$ cat src/hdl/mchp_pkg.sv
`default_nettype none
// ----------------------------------------------------------------------------
// mchp_pkg
// Shared types and constants for the CONNECT header parser: item layouts,
// result status codes and protocol constants.
// ----------------------------------------------------------------------------
package mchp_pkg;

   typedef struct packed {
      logic [7:0] data_byte;
      logic       last_byte;
   } req_type;

   typedef struct packed {
      logic [2:0]  status;
      logic [3:0]  msg_code;
      logic [3:0]  fixed_flags;
      logic [27:0] body_len;
      logic [7:0]  proto_rev;
      logic        has_user;
      logic        has_pass;
      logic        lw_retain;
      logic [1:0]  lw_qos;
      logic        has_lw;
      logic        fresh_start;
      logic [15:0] idle_secs;
   } rsp_type;

   localparam logic [2:0] ST_OK         = 3'd0;
   localparam logic [2:0] ST_TOO_SMALL  = 3'd1;
   localparam logic [2:0] ST_LEN_TRUNC  = 3'd2;
   localparam logic [2:0] ST_LEN_LONG   = 3'd3;
   localparam logic [2:0] ST_BAD_TYPE   = 3'd4;
   localparam logic [2:0] ST_VHDR_SHORT = 3'd5;

   localparam logic [3:0]  PKT_CONNECT     = 4'd1;
   localparam logic [2:0]  LEN_BYTES_MAX   = 3'd5;
   localparam logic [27:0] NAME_LEN_BYTES  = 28'd2;
   localparam logic [27:0] KEEP_ALIVE_BYTES = 28'd2;

endpackage
`default_nettype wire

$ cat src/hdl/mchp_in_reg.sv
`default_nettype none
// ----------------------------------------------------------------------------
// mchp_in_reg
// Input register: holds one accepted byte item until the parser takes it.
// ----------------------------------------------------------------------------
module mchp_in_reg (
   input  wire logic              clock,
   input  wire logic              reset,
   input  wire logic              req_valid,
   output logic                   req_ready,
   input  wire mchp_pkg::req_type req_data,
   output logic                   item_valid,
   output mchp_pkg::req_type      item_data,
   input  wire logic              item_take
);
   import mchp_pkg::*;

   logic    valid_ff;
   logic    valid_in;
   req_type data_ff;

   assign req_ready  = !valid_ff || item_take;
   assign valid_in   = (req_valid && req_ready) || (valid_ff && !item_take);
   assign item_valid = valid_ff;
   assign item_data  = data_ff;

   always_ff @(posedge clock) begin
      if (reset) begin
         valid_ff <= 1'b0;
      end else begin
         valid_ff <= valid_in;
      end
      if (req_valid && req_ready) begin
         data_ff <= req_data;
      end
   end

endmodule
`default_nettype wire

$ cat src/hdl/mchp_parse.sv
`default_nettype none
// ----------------------------------------------------------------------------
// mchp_parse
// Byte-wise parse state machine for the fixed header and CONNECT variable
// header, with the result register on its output.
// ----------------------------------------------------------------------------
module mchp_parse (
   input  wire logic              clock,
   input  wire logic              reset,
   input  wire logic              item_valid,
   input  wire mchp_pkg::req_type item_data,
   output logic                   item_take,
   output logic                   rsp_valid,
   input  wire logic              rsp_ready,
   output mchp_pkg::rsp_type      rsp_data
);
   import mchp_pkg::*;

   typedef enum logic [3:0] {
      PH_FIRST, PH_LEN, PH_NLEN_H, PH_NLEN_L, PH_NAME,
      PH_LEVEL, PH_FLAGS, PH_KA_H, PH_KA_L, PH_SKIP
   } phase_type;

   phase_type   phase_ff, phase_in;
   logic [7:0]  type_ff, type_in;
   logic [27:0] accum_ff, accum_in;
   logic [2:0]  count_ff, count_in;
   logic [16:0] hbu_ff, hbu_in;
   logic [15:0] nlen_ff, nlen_in;
   logic [15:0] left_ff, left_in;
   logic [7:0]  level_ff, level_in;
   logic [7:0]  cflags_ff, cflags_in;
   logic [7:0]  kah_ff, kah_in;

   logic        rsp_valid_ff, rsp_valid_in;
   rsp_type     rsp_data_ff;

   logic        res_valid;
   logic [2:0]  res_status;
   rsp_type     res_data;
   logic        check_end;
   logic [27:0] group;
   logic [7:0]  b;
   logic        last_b;
   logic        ok;

   assign b         = item_data.data_byte;
   assign last_b    = item_data.last_byte;
   assign item_take = item_valid && (!rsp_valid_ff || rsp_ready);

   always_comb begin
      phase_in   = phase_ff;
      type_in    = type_ff;
      accum_in   = accum_ff;
      count_in   = count_ff;
      hbu_in     = hbu_ff;
      nlen_in    = nlen_ff;
      left_in    = left_ff;
      level_in   = level_ff;
      cflags_in  = cflags_ff;
      kah_in     = kah_ff;
      res_valid  = 1'b0;
      res_status = ST_OK;
      check_end  = 1'b1;
      group      = 28'd0;
      unique case (phase_ff)
         PH_FIRST: begin
            type_in   = b;
            accum_in  = 28'd0;
            count_in  = 3'd0;
            hbu_in    = 17'd0;
            nlen_in   = 16'd0;
            left_in   = 16'd0;
            level_in  = 8'd0;
            cflags_in = 8'd0;
            kah_in    = 8'd0;
            if (last_b) begin
               res_valid  = 1'b1;
               res_status = ST_TOO_SMALL;
            end else begin
               phase_in = PH_LEN;
            end
         end
         PH_LEN: begin
            count_in = count_ff + 3'd1;
            if (count_in >= LEN_BYTES_MAX) begin
               res_valid  = 1'b1;
               res_status = ST_LEN_LONG;
            end else begin
               case (count_ff[1:0])
                  2'd0:    group = {21'd0, b[6:0]};
                  2'd1:    group = {14'd0, b[6:0], 7'd0};
                  2'd2:    group = {7'd0, b[6:0], 14'd0};
                  default: group = {b[6:0], 21'd0};
               endcase
               accum_in = accum_ff + group;
               if (!b[7]) begin
                  if (type_ff[7:4] != PKT_CONNECT) begin
                     res_valid  = 1'b1;
                     res_status = ST_BAD_TYPE;
                  end else if (accum_in < NAME_LEN_BYTES) begin
                     res_valid  = 1'b1;
                     res_status = ST_VHDR_SHORT;
                  end else begin
                     phase_in = PH_NLEN_H;
                  end
               end
            end
         end
         PH_NLEN_H: begin
            nlen_in  = {b, 8'd0};
            hbu_in   = 17'd1;
            phase_in = PH_NLEN_L;
         end
         PH_NLEN_L: begin
            nlen_in = {nlen_ff[15:8], b};
            hbu_in  = 17'd2;
            if (accum_in < (NAME_LEN_BYTES + {12'd0, nlen_in})) begin
               res_valid  = 1'b1;
               res_status = ST_VHDR_SHORT;
            end else if (nlen_in == 16'd0) begin
               if (accum_in < ({11'd0, hbu_in} + 28'd1)) begin
                  res_valid  = 1'b1;
                  res_status = ST_VHDR_SHORT;
               end else begin
                  phase_in = PH_LEVEL;
               end
            end else begin
               left_in  = nlen_in;
               phase_in = PH_NAME;
            end
         end
         PH_NAME: begin
            left_in = left_ff - 16'd1;
            hbu_in  = hbu_ff + 17'd1;
            if (left_in == 16'd0) begin
               if (accum_in < ({11'd0, hbu_in} + 28'd1)) begin
                  res_valid  = 1'b1;
                  res_status = ST_VHDR_SHORT;
               end else begin
                  phase_in = PH_LEVEL;
               end
            end
         end
         PH_LEVEL: begin
            level_in = b;
            hbu_in   = hbu_ff + 17'd1;
            if (accum_in < ({11'd0, hbu_in} + 28'd1)) begin
               res_valid  = 1'b1;
               res_status = ST_VHDR_SHORT;
            end else begin
               phase_in = PH_FLAGS;
            end
         end
         PH_FLAGS: begin
            cflags_in = b;
            hbu_in    = hbu_ff + 17'd1;
            if (accum_in < ({11'd0, hbu_in} + KEEP_ALIVE_BYTES)) begin
               res_valid  = 1'b1;
               res_status = ST_VHDR_SHORT;
            end else begin
               phase_in = PH_KA_H;
            end
         end
         PH_KA_H: begin
            kah_in   = b;
            hbu_in   = hbu_ff + 17'd1;
            phase_in = PH_KA_L;
         end
         PH_KA_L: begin
            hbu_in     = hbu_ff + 17'd1;
            res_valid  = 1'b1;
            res_status = ST_OK;
         end
         PH_SKIP: begin
            check_end = 1'b0;
            if (last_b) begin
               phase_in = PH_FIRST;
            end
         end
         default: begin
            check_end = 1'b0;
            phase_in  = PH_FIRST;
         end
      endcase

      if (check_end && !res_valid && last_b && (phase_in != PH_FIRST)) begin
         res_valid  = 1'b1;
         res_status = (phase_in == PH_LEN) ? ST_LEN_TRUNC : ST_VHDR_SHORT;
      end
      if (res_valid) begin
         phase_in = last_b ? PH_FIRST : PH_SKIP;
      end
   end

   always_comb begin
      ok                   = (res_status == ST_OK);
      res_data.status      = res_status;
      res_data.msg_code    = type_in[7:4];
      res_data.fixed_flags = type_in[3:0];
      res_data.body_len    = accum_in;
      res_data.proto_rev   = ok ? level_in : 8'd0;
      res_data.has_user    = ok & cflags_in[7];
      res_data.has_pass    = ok & cflags_in[6];
      res_data.lw_retain   = ok & cflags_in[5];
      res_data.lw_qos      = ok ? cflags_in[4:3] : 2'd0;
      res_data.has_lw      = ok & cflags_in[2];
      res_data.fresh_start = ok & cflags_in[1];
      res_data.idle_secs   = ok ? {kah_in, b} : 16'd0;
   end

   assign rsp_valid_in = (rsp_valid_ff && !rsp_ready) || (item_take && res_valid);
   assign rsp_valid    = rsp_valid_ff;
   assign rsp_data     = rsp_data_ff;

   always_ff @(posedge clock) begin
      if (reset) begin
         phase_ff     <= PH_FIRST;
         rsp_valid_ff <= 1'b0;
      end else begin
         rsp_valid_ff <= rsp_valid_in;
         if (item_take) begin
            phase_ff <= phase_in;
         end
      end
      if (item_take) begin
         type_ff   <= type_in;
         accum_ff  <= accum_in;
         count_ff  <= count_in;
         hbu_ff    <= hbu_in;
         nlen_ff   <= nlen_in;
         left_ff   <= left_in;
         level_ff  <= level_in;
         cflags_ff <= cflags_in;
         kah_ff    <= kah_in;
         if (res_valid) begin
            rsp_data_ff <= res_data;
         end
      end
   end

   a_ok_is_connect: assert property (@(posedge clock) disable iff (reset)
      rsp_valid_ff && (rsp_data_ff.status == ST_OK) |->
         (rsp_data_ff.msg_code == PKT_CONNECT))
      else $error("ok result for a packet that is not CONNECT");

   a_err_fields_clear: assert property (@(posedge clock) disable iff (reset)
      rsp_valid_ff && (rsp_data_ff.status != ST_OK) |->
         (rsp_data_ff.proto_rev == 8'd0) && (rsp_data_ff.idle_secs == 16'd0))
      else $error("error result carries CONNECT fields");

   a_too_small_no_len: assert property (@(posedge clock) disable iff (reset)
      rsp_valid_ff && (rsp_data_ff.status == ST_TOO_SMALL) |->
         (rsp_data_ff.body_len == 28'd0))
      else $error("one-byte buffer reports a length");

   a_last_rearms: assert property (@(posedge clock) disable iff (reset)
      item_take && item_data.last_byte |=> (phase_ff == PH_FIRST))
      else $error("final byte did not rearm the parser");

endmodule
`default_nettype wire

$ cat src/hdl/mqtt_connect_header_parser_core.sv
`default_nettype none
// ----------------------------------------------------------------------------
// mqtt_connect_header_parser_core
// Parses the fixed header and CONNECT variable header of a packet stream
// supplied one byte per item, giving one result item per packet.
// ----------------------------------------------------------------------------
// Takes one byte item every clock cycle when the result side keeps up. Each
// byte is held in an input register until the parse state machine takes it,
// and the result register captures the result when it takes the byte that
// completes it. One result item is produced per packet: the decoded
// header fields, or an error status; bytes after that are dropped until the
// byte marked last_byte, after which the next byte starts a new packet.
// ----------------------------------------------------------------------------
module mqtt_connect_header_parser_core (
   input  wire logic              clock,
   input  wire logic              reset,
   input  wire logic              req_valid,
   output logic                   req_ready,
   input  wire mchp_pkg::req_type req_data,
   output logic                   rsp_valid,
   input  wire logic              rsp_ready,
   output mchp_pkg::rsp_type      rsp_data
);
   import mchp_pkg::*;

   logic    item_valid;
   logic    item_take;
   req_type item_data;

   mchp_in_reg u_in_reg (
      .clock      (clock),
      .reset      (reset),
      .req_valid  (req_valid),
      .req_ready  (req_ready),
      .req_data   (req_data),
      .item_valid (item_valid),
      .item_data  (item_data),
      .item_take  (item_take)
   );

   mchp_parse u_parse (
      .clock      (clock),
      .reset      (reset),
      .item_valid (item_valid),
      .item_data  (item_data),
      .item_take  (item_take),
      .rsp_valid  (rsp_valid),
      .rsp_ready  (rsp_ready),
      .rsp_data   (rsp_data)
   );

endmodule
`default_nettype wire
$ cat config.mk
export PLATFORM = sky130hd
export DESIGN_NAME = mqtt_connect_header_parser_core
export DESIGN_NICKNAME = d
export VERILOG_FILES = /design/src/hdl/mchp_pkg.sv /design/src/hdl/mchp_in_reg.sv /design/src/hdl/mchp_parse.sv /design/src/hdl/mqtt_connect_header_parser_core.sv
export SDC_FILE = /design/constraint.sdc
export NUM_CORES = 1
export LEC_CHECK = 0
export BUFFER_PORTS_ARGS = -buffer_cell sky130_fd_sc_hd__clkbuf_2
export CAP_MARGIN = 20
export CORE_AREA = 3 3 181 183
export CTS_BUF_LIST = sky130_fd_sc_hd__clkbuf_16
export CTS_CLUSTER_SIZE = 25
export DETAILED_ROUTE_END_ITERATION = 10
export DIE_AREA = 0 0 184 186
export PLACE_DENSITY = 0.54
export SLEW_MARGIN = 0
export SYNTH_ARGS = -nofsm -noshare
export SYNTH_HDL_FRONTEND = slang
export SYNTH_SLANG_ARGS = --single-unit
$ cat constraint.sdc
create_clock -name clock -period 15.9 [get_ports clock]
set_input_delay 1.59 -clock clock [delete_from_list [all_inputs] [get_ports clock]]
set_output_delay 1.59 -clock clock [all_outputs]
set_load 0.05 [all_outputs]
==> results.md, run 1 <==
Layout:
- Relative to the synthesized area, the layout overhead comes to 12.2%.
- At the end of the flow the core is filled with cells to 0.443.
- The number of antenna diodes in the final layout is 0.
- The finished cells cover around 14000 µm².
- The library cell used most frequently in the layout, excluding fill and tap cells, is edfxtp_1.
- The filler cells instantiated in the layout total 2982.
- In the final layout, the multi-input gates occupy 6530 µm².
- The final non-filler cell total is 1656.
- The area occupied by registers is 5590 µm².
- In the final layout, the share of cells above drive strength 1 is 0.166.
- The final layout contains 1343 nets.
- The library cells used most frequently in the layout, excluding fill and tap cells, are 182 x edfxtp_1, 107 x nand2_1, 90 x nor2_1.

Global routing:
- The first global-routing pass estimated between 50000 and 60000 µm of wire.
- The overall track demand over capacity in global routing is 0.198.
- The total global routing overflow is 0.
- The number of global-route vias before repair is 9024.
- The number of antenna violations at the first check in global routing came to 0.
- Entering global routing, the biggest net connects 45 pins.

Clocking:
- TritonCTS built the clock tree.
- The clock tree root buffer cell is clkbuf_16.
- The clock-pin slew on the worst setup and hold paths is ~90 ps.
- The clock net in this run drives a total of about 190 sinks.
- The clock latency on the worst-skew pair is 470 ps.
- Clock tree synthesis inserted a total of 17 buffers.
- The maximum count of clock buffers along a single path is 2.
- The post-cts sizing count is 0.
- Buffers added to address setup during post-CTS repair amount to 0.
- The H-tree generated during clock tree synthesis spans 4 levels.
- Hold repair after CTS inserted 0 buffers.

Detailed routing:
- The wire length per cell after detailed routing is a little over 20 µm.
- The via count is 9372.
- The via count normalized by instance count is 5.66.
- The total routed wirelength is 33400 µm.
- The remaining antenna violation count is 0.
- The number of DRC markers after the initial detailed-route iteration is 654.
- The first-pass iteration count of the detailed router is 5.
- After detailed routing, the number of remaining DRC violations is 0.

Power:
- The fraction of power spent switching nets is 0.313.
- The worst supply voltage drop on vdd is ~120 µV.
- The design draws about 1.3 mW.
- The standby leakage power is 5.13 nW.
- The part of the total power dissipated in the clock network is 0.356.
- The cell-internal power is between 0.8 and 0.9 mW.
- Power spread over the standard cell area amounts to 91.8 nW/µm².
- Summed over all nets, the switching power comes to 0.400 mW.
- The share of total power dissipated in combinational logic is 0.175.
- The register share of total power is 0.469.

Worst setup path:
- The required time reported for the critical path endpoint is between 15000 and 20000 ps.
- The largest fanout on the critical path is 44.
- The worst setup path is captured at a flip-flop.
- Data arrives at the worst endpoint at 6760 ps.
- The depth of the worst register-to-register path is 19.
- The kind of start point of the critical path is a flip-flop.
- The critical path in this run is classified as reg2reg.

Timing:
- The number of failing hold endpoints at the final stage is 0.
- The worst slew slack as a fraction of its limit is 0.266.
- Setup repair after global routing left no endpoint under its margin.
- The final critical delay including setup and external delays is 6670 ps.
- The worst-margin pin slew is ~1100 ps.
- Summed over all failing endpoints, the final setup total negative slack is 0 ps.
- The setup slack of the critical path after layout is 9230 ps.
- Dividing the final minimum period by the clock period gives 0.419.
- The worst-case clock skew is ~21 ps.
- The maximum clock rate is 150 MHz.
- The number of max-slew violations in the final report was 0.
- Setup violations remaining at the end of the flow were counted as 0.
- Final hold analysis gives a worst-case slack of 540 ps.

Logic synthesis:
- The Yosys step of the flow raised 0 warnings.
- The most used flip-flop cell after synthesis is edfxtp_1.
- The synthesized design contains approximately 190 register bits.
- Synthesis produced 1164 cells.
- The average instance area after synthesis is 10.7 µm².
- After synthesis the cells add up to roughly 12000 µm².
- The share of the Yosys chip area taken by registers is 0.450.
- The number of enable flip-flop cells after synthesis is 182.
- The fraction of registers with async set/reset is 0.
- Counting every net in the synthesized netlist gives 1266.
- The number of distinct library cells after synthesis is 87.

Flow run:
- The count of maximum capacitance violations is 0.

Floorplanning:
- The placement row count is between 60 and 70.
- The die extent in x is 184 µm.
- The floorplan step defined a core boundary enclosing between 30000 and 40000 µm².
- The floorplan step defined a die boundary enclosing 34200 µm².
- The die boundary height is 186 µm.
- Pin placement for this block handled 85 I/O pins.
- The initial cell density of the core is 0.395.

Placed design:
- The count of buffers added on input and output ports is 84.
- The routability congestion estimate is 0.874.
- The cell area after placement is between 10000 and 15000 µm².
- The cell count after placement is 1623.
- The placed wire-length estimate after detailed placement is 23900 µm.
- Prior to clock tree synthesis, the placed netlist has a worst setup slack of 9230 ps.

Worst hold path:
- The worst hold path was traced through 2 stages.
- The min-delay analysis places its worst path in the category reg2reg.

Outcome:
- The run finished with clean final reports.
## worst paths after layout
kind / startpoint / to / slack [ps]
setup reg to reg: u_parse.hbu_ff[0] / u_parse.rsp_data[44] / 9230
hold reg to reg: u_parse.rsp_valid / u_parse.rsp_valid / 540
hold / removal: u_parse.rsp_valid / u_parse.rsp_valid / 540
setup / recovery: u_parse.hbu_ff[0] / u_parse.rsp_data[44] / 9230
## power groups by stage
stage / clock network (mW) / logic (mW) / registers [mW]
floorplan: 0 / 0.140 / 0.634
global placement: 0 / 0.221 / 0.610
detailed placement: 0 / 0.222 / 0.610
CTS: 0.466 / 0.223 / 0.599
global route: 0.486 / 0.246 / 0.603
finish: 0.455 / 0.223 / 0.599
## cells in the mapped netlist (14+ instances only)
cell type | count | area [µm²]
edfxtp_1 | 182 | 5470
nand2_1 | 107 | 402
nor2_1 | 90 | 338
ha_1 | 88 | 1100
a21oi_1 | 52 | 260
o21ai_0 | 51 | 255
xor2_1 | 48 | 420
xnor2_1 | 40 | 350
and2_1 | 38 | 238
nand3_1 | 38 | 190
a22o_1 | 35 | 307
nor4_1 | 31 | 194
clkbuf_1 | 29 | 109
inv_1 | 26 | 97.6
nor2b_4 | 23 | 317
nor3_1 | 23 | 115
a21o_1 | 18 | 135
nand4_1 | 16 | 100
and3_1 | 15 | 93.8
a211oi_1 | 14 | 105
## metal layers
layer	vias to the layer above	part of all wire	GRT usage
met5	-	0	0
met4	0	0.019	0.0575
met3	42	0.052	0.0410
met2	266	0.44	0.299
met1	4504	0.49	0.288
li1	4560	-	-
## cell type report
| type | count | share of cell area |
|---|---|---|
| clock buffers | 17 | 0.0306 |
| clock inverters | 15 | 0.0156 |
| inverters | 26 | 0.00701 |
| multi-input cells | 907 | 0.469 |
| flip-flops and latches | 188 | 0.401 |
| well taps | 402 | 0.0361 |
| repair buffers | 101 | 0.0399 |
## critical path: stages (launching register included)
cell and delay [ps]:
edfxtp_1 570, ha_1 320, and3_1 240, xnor2_1 190
or3_1 490, nor4_2 560, nand2_1 130, xnor2_1 160
ha_1 320, a21o_1 160, a21o_1 160, a21oi_1 160
nor2_1 50, a2111oi_0 660, and3_1 330, nor4b_4 80
o31ai_1 130, a31oi_4 120, a21oi_4 790, buf_4 620
## sequential cells by signal, summed over array words and instances (netlist names), 9 cells and up
register	count
u_parse.accum_ff	28
u_parse.rsp_data	70
u_parse.hbu_ff	17
u_parse.left_ff	16
u_in_reg.item_data	9
## kinds of logic after synthesis
group                    share of synthesized area
AND/OR/NAND/NOR                              0.206
AO/OA/AOI/OAI                                0.153
flip-flops                                   0.450
adder cells (fa/ha/maj)                     0.0904
XOR/XNOR                                    0.0621
buffers and inverters                       0.0255
multiplexers                                0.0122
(Power assumes the default switching activity.)
==> run 2, diff against run 1 <==
clock period = 7 ns   (was 15.9 ns; I/O delays follow)
==> results.md, run 2 (same netlist as run 1, synthesis figures left out) <==
Timing:
- At the pin with the least slew margin, the transition time is 1080 ps.
- Setup violations remaining at the end of the flow were counted as 0.
- Timing would allow up to 157 MHz.
- The worst-case clock skew is about 11 ps.
- Setup repair after global routing left no endpoint under its margin.
- The worst slew slack as a fraction of its limit is 0.272.
- The final critical-path share of the clock period is 0.912.
- The number of failing hold endpoints at the final stage is 0.
- Adding up every negative setup slack in the final design gives 0 ps.
- For the finished layout, the period the worst path requires is between 6000 and 7000 ps.
- The number of max-slew violations in the final report is 0.

Floorplanning:
- The area of the core is 31400 µm².
- The die is 184 µm wide.
- The initial cell density of the core is 0.395.
- The total die area is approximately 34000 µm².
- The total I/O pin count is 85.
- The die boundary height is roughly 190 µm.
- The placement row count is between 60 and 70.

Worst setup path:
- The largest stage delay on the critical path is roughly 570 ps.
- For this design, the slowest cell found on the critical path is nor4_1.
- The number of buffer and inverter instances along the worst setup path is 1.
- At the worst endpoint, the required time is 7210 ps.
- The family of cells with the greatest summed delay on the critical path is simple AND/OR/NAND/NOR gates.
- The critical path capture point type is a flip-flop.
- The startpoint-to-endpoint class of the critical path is reg2reg.
- Traced cell by cell, the critical path runs through and3_1 > nand3_1 > nor2_1 > nand3_1 > xor2_1 > nor4_1 > nand2_1 > nor2_1 > xor2_1 > ha_1 > nand4_1 > or4_4 > a2111oi_4 > nand3_1 > o211ai_2 > a21oi_2 > nor4b_4 > o31ai_1 > a31oi_4 > a21o_4 > buf_12 > nor2_2.
- Along the worst path, the maximum fanout reaches 16.
- The cell occurring most often along the worst timing path is nand3_1.
- The kind of start point of the critical path is a flip-flop.
- STA puts the critical path data arrival time at 6590 ps.

Placed design:
- Counting tap cells, the placed design contains a total of 1625 instances.
- The HPWL after detailed placement is 24100 µm.
- The routability congestion estimate is 0.873.
- The placed instances occupy a cell area of around 13000 µm².
- Port buffering added 84 buffers.

Detailed routing:
- The residual DRC count is 0.
- The uppermost layer routed is met4.
- The first-pass iteration count of the detailed router is 5.
- Wire segments on met3 add up to around 1800 µm in the final route.
- For this block, wires on met1 add up to 16400 µm.
- The met2 wire length is 14400 µm.
- The routed design has 33400 µm of wire.
- The via count normalized by instance count is between 5 and 6.
- The remaining antenna violation count is 0.
- The via count is 9308.
- In this run, the number of DRC markers left after iteration 0 of detailed routing was between 700 and 800.
- After detailed routing, the average wire length per cell comes to 20.1 µm.

Layout:
- The flip-flop count of the largest register after layout is 70.
- The net count of the finished layout is 1345.
- Counting the fill cells in the layout gives 2986.
- The share of final-layout standard cells stronger than drive strength 1 is 0.167.
- Summing all non-filler instances in the final layout gives an area of 13900 µm².
- In the layout the commonest cells are 182 x edfxtp_1, 107 x nand2_1, 90 x nor2_1.
- Relative to the synthesized area, the layout overhead comes to 12.4%.
- The finished layout holds 1659 standard cells, fillers aside.
- The commonest non-fill, non-tap cell in the layout is edfxtp_1.

Power:
- The worst supply voltage drop on vdd is 204 µV.
- The ratio of total power to cell area is 209 nW/µm².
- The standby leakage power is 5.15 nW.
- For this design the total switching power over the nets is ~0.89 mW.
- The fraction of power spent switching nets is 0.305.
- The cell-internal power is 2.02 mW.
- The register share of total power is 0.469.
- The share of total power dissipated in combinational logic is 0.175.
- The part of the total power dissipated in the clock network is 0.356.

Clocking:
- For this design, the CTS-stage hold fixing added 0 buffers.
- Buffers inserted during clock tree synthesis total 17.
- The later pin in the worst-skew pair is clocked with a latency of 460 ps.
- TritonCTS built the clock tree.
- The H-tree generated during clock tree synthesis spans 4 levels.
- In this run the deepest clock path goes through 2 buffers.
- Clock-pin slew was measured on the worst setup and hold paths at 80 ps.
- The total setup buffers inserted after CTS is 0.
- The clock sink count is between 150 and 200.
- The clock tree root buffer cell is clkbuf_16.
- The post-cts sizing count is 0.

Outcome:
- The run finished with clean final reports.

Global routing:
- The number of global-route vias before repair is 9052.
- The first global-routing pass estimated between 50000 and 60000 µm of wire.
- Entering global routing, the biggest net connects 54 pins.
- The overall track demand over capacity in global routing is 0.198.
- The number of antenna violations at the first check in global routing came to 1.
- The total global routing overflow is 0.

Flow run:
- The count of maximum capacitance violations is 0.

Worst hold path:
- The type of the worst min-delay path is in2reg.
run 2: cell count changes in the layout (fill, tap and decap cells not counted), sizes merged:
| cell | before | now |
|---|---|---|
| inv | 31 | 33 |
| clkinv | 8 | 5 |
| bufinv | 1 | 2 |
| diode | 0 | 1 |
| buf | 17 | 19 |
run 2: power by group through the flow:
stage	Sequential [mW]	Clock, mW	Combinational (mW)
final	1.36	1.04	0.510
after CTS	1.36	1.06	0.509
after detailed placement	1.39	0	0.506
after global placement	1.39	0	0.504
after floorplan	1.44	0	0.318
after global routing	1.37	1.10	0.562
run 2: path summary, 6_finish.rpt:
check	startpoint	end	slack, ps	depth (start not counted)
worst min register to register	u_parse.rsp_valid	u_parse.rsp_valid	570	2
worst max register to register	u_parse.hbu_ff[3]	u_parse.rsp_data[4]	610	22
worst max-delay path	u_parse.hbu_ff[3]	u_parse.rsp_data[4]	610	22
worst min-delay path	req_data[6]	u_in_reg.item_data[6]	410	1
run 2: area by class of cell:
type	instances	area (µm²)	share of cell area
clock buffer	17	425	0.0305
sequential	188	5590	0.401
tap	402	503	0.0361
antenna	1	2.50	0.000179
multi-input combinational	907	6530	0.469
timing repair buffer	103	596	0.0427
inverter	26	97.6	0.00700
clock inverter	15	201	0.0144
run 2: worst reg2reg max path, cell delays in order, from the launching register on:
cell	delay, ps
edfxtp_1	480
and3_1	210
nand3_1	120
nor2_1	420
nand3_1	160
xor2_1	250
nor4_1	570
nand2_1	190
nor2_1	190
xor2_1	100
ha_1	310
nand4_1	120
or4_4	450
a2111oi_4	370
nand3_1	140
o211ai_2	270
a21oi_2	90
nor4b_4	420
o31ai_1	180
a31oi_4	330
a21o_4	460
buf_12	280
nor2_2	50
run 2: metrics by stage:
step / hold slack, ps / util / worst slack [ps] / power, mW
after global placement: 525 / 0.424 / 895 / 1.89
after floorplan: 532 / - / 585 / 1.76
after detailed placement: 531 / 0.424 / 703 / 1.89
final: 415 / 0.444 / 614 / 2.91
after global routing: 397 / 0.444 / 91.7 / 3.03
after CTS: 394 / 0.444 / 676 / 2.93
run 2: metal layers:
metal | up-vias | global-route usage
li1 | 4556 | -
met5 | - | 0
met2 | 248 | 0.297
met4 | 0 | 0.0602
met1 | 4460 | 0.287
met3 | 44 | 0.0444
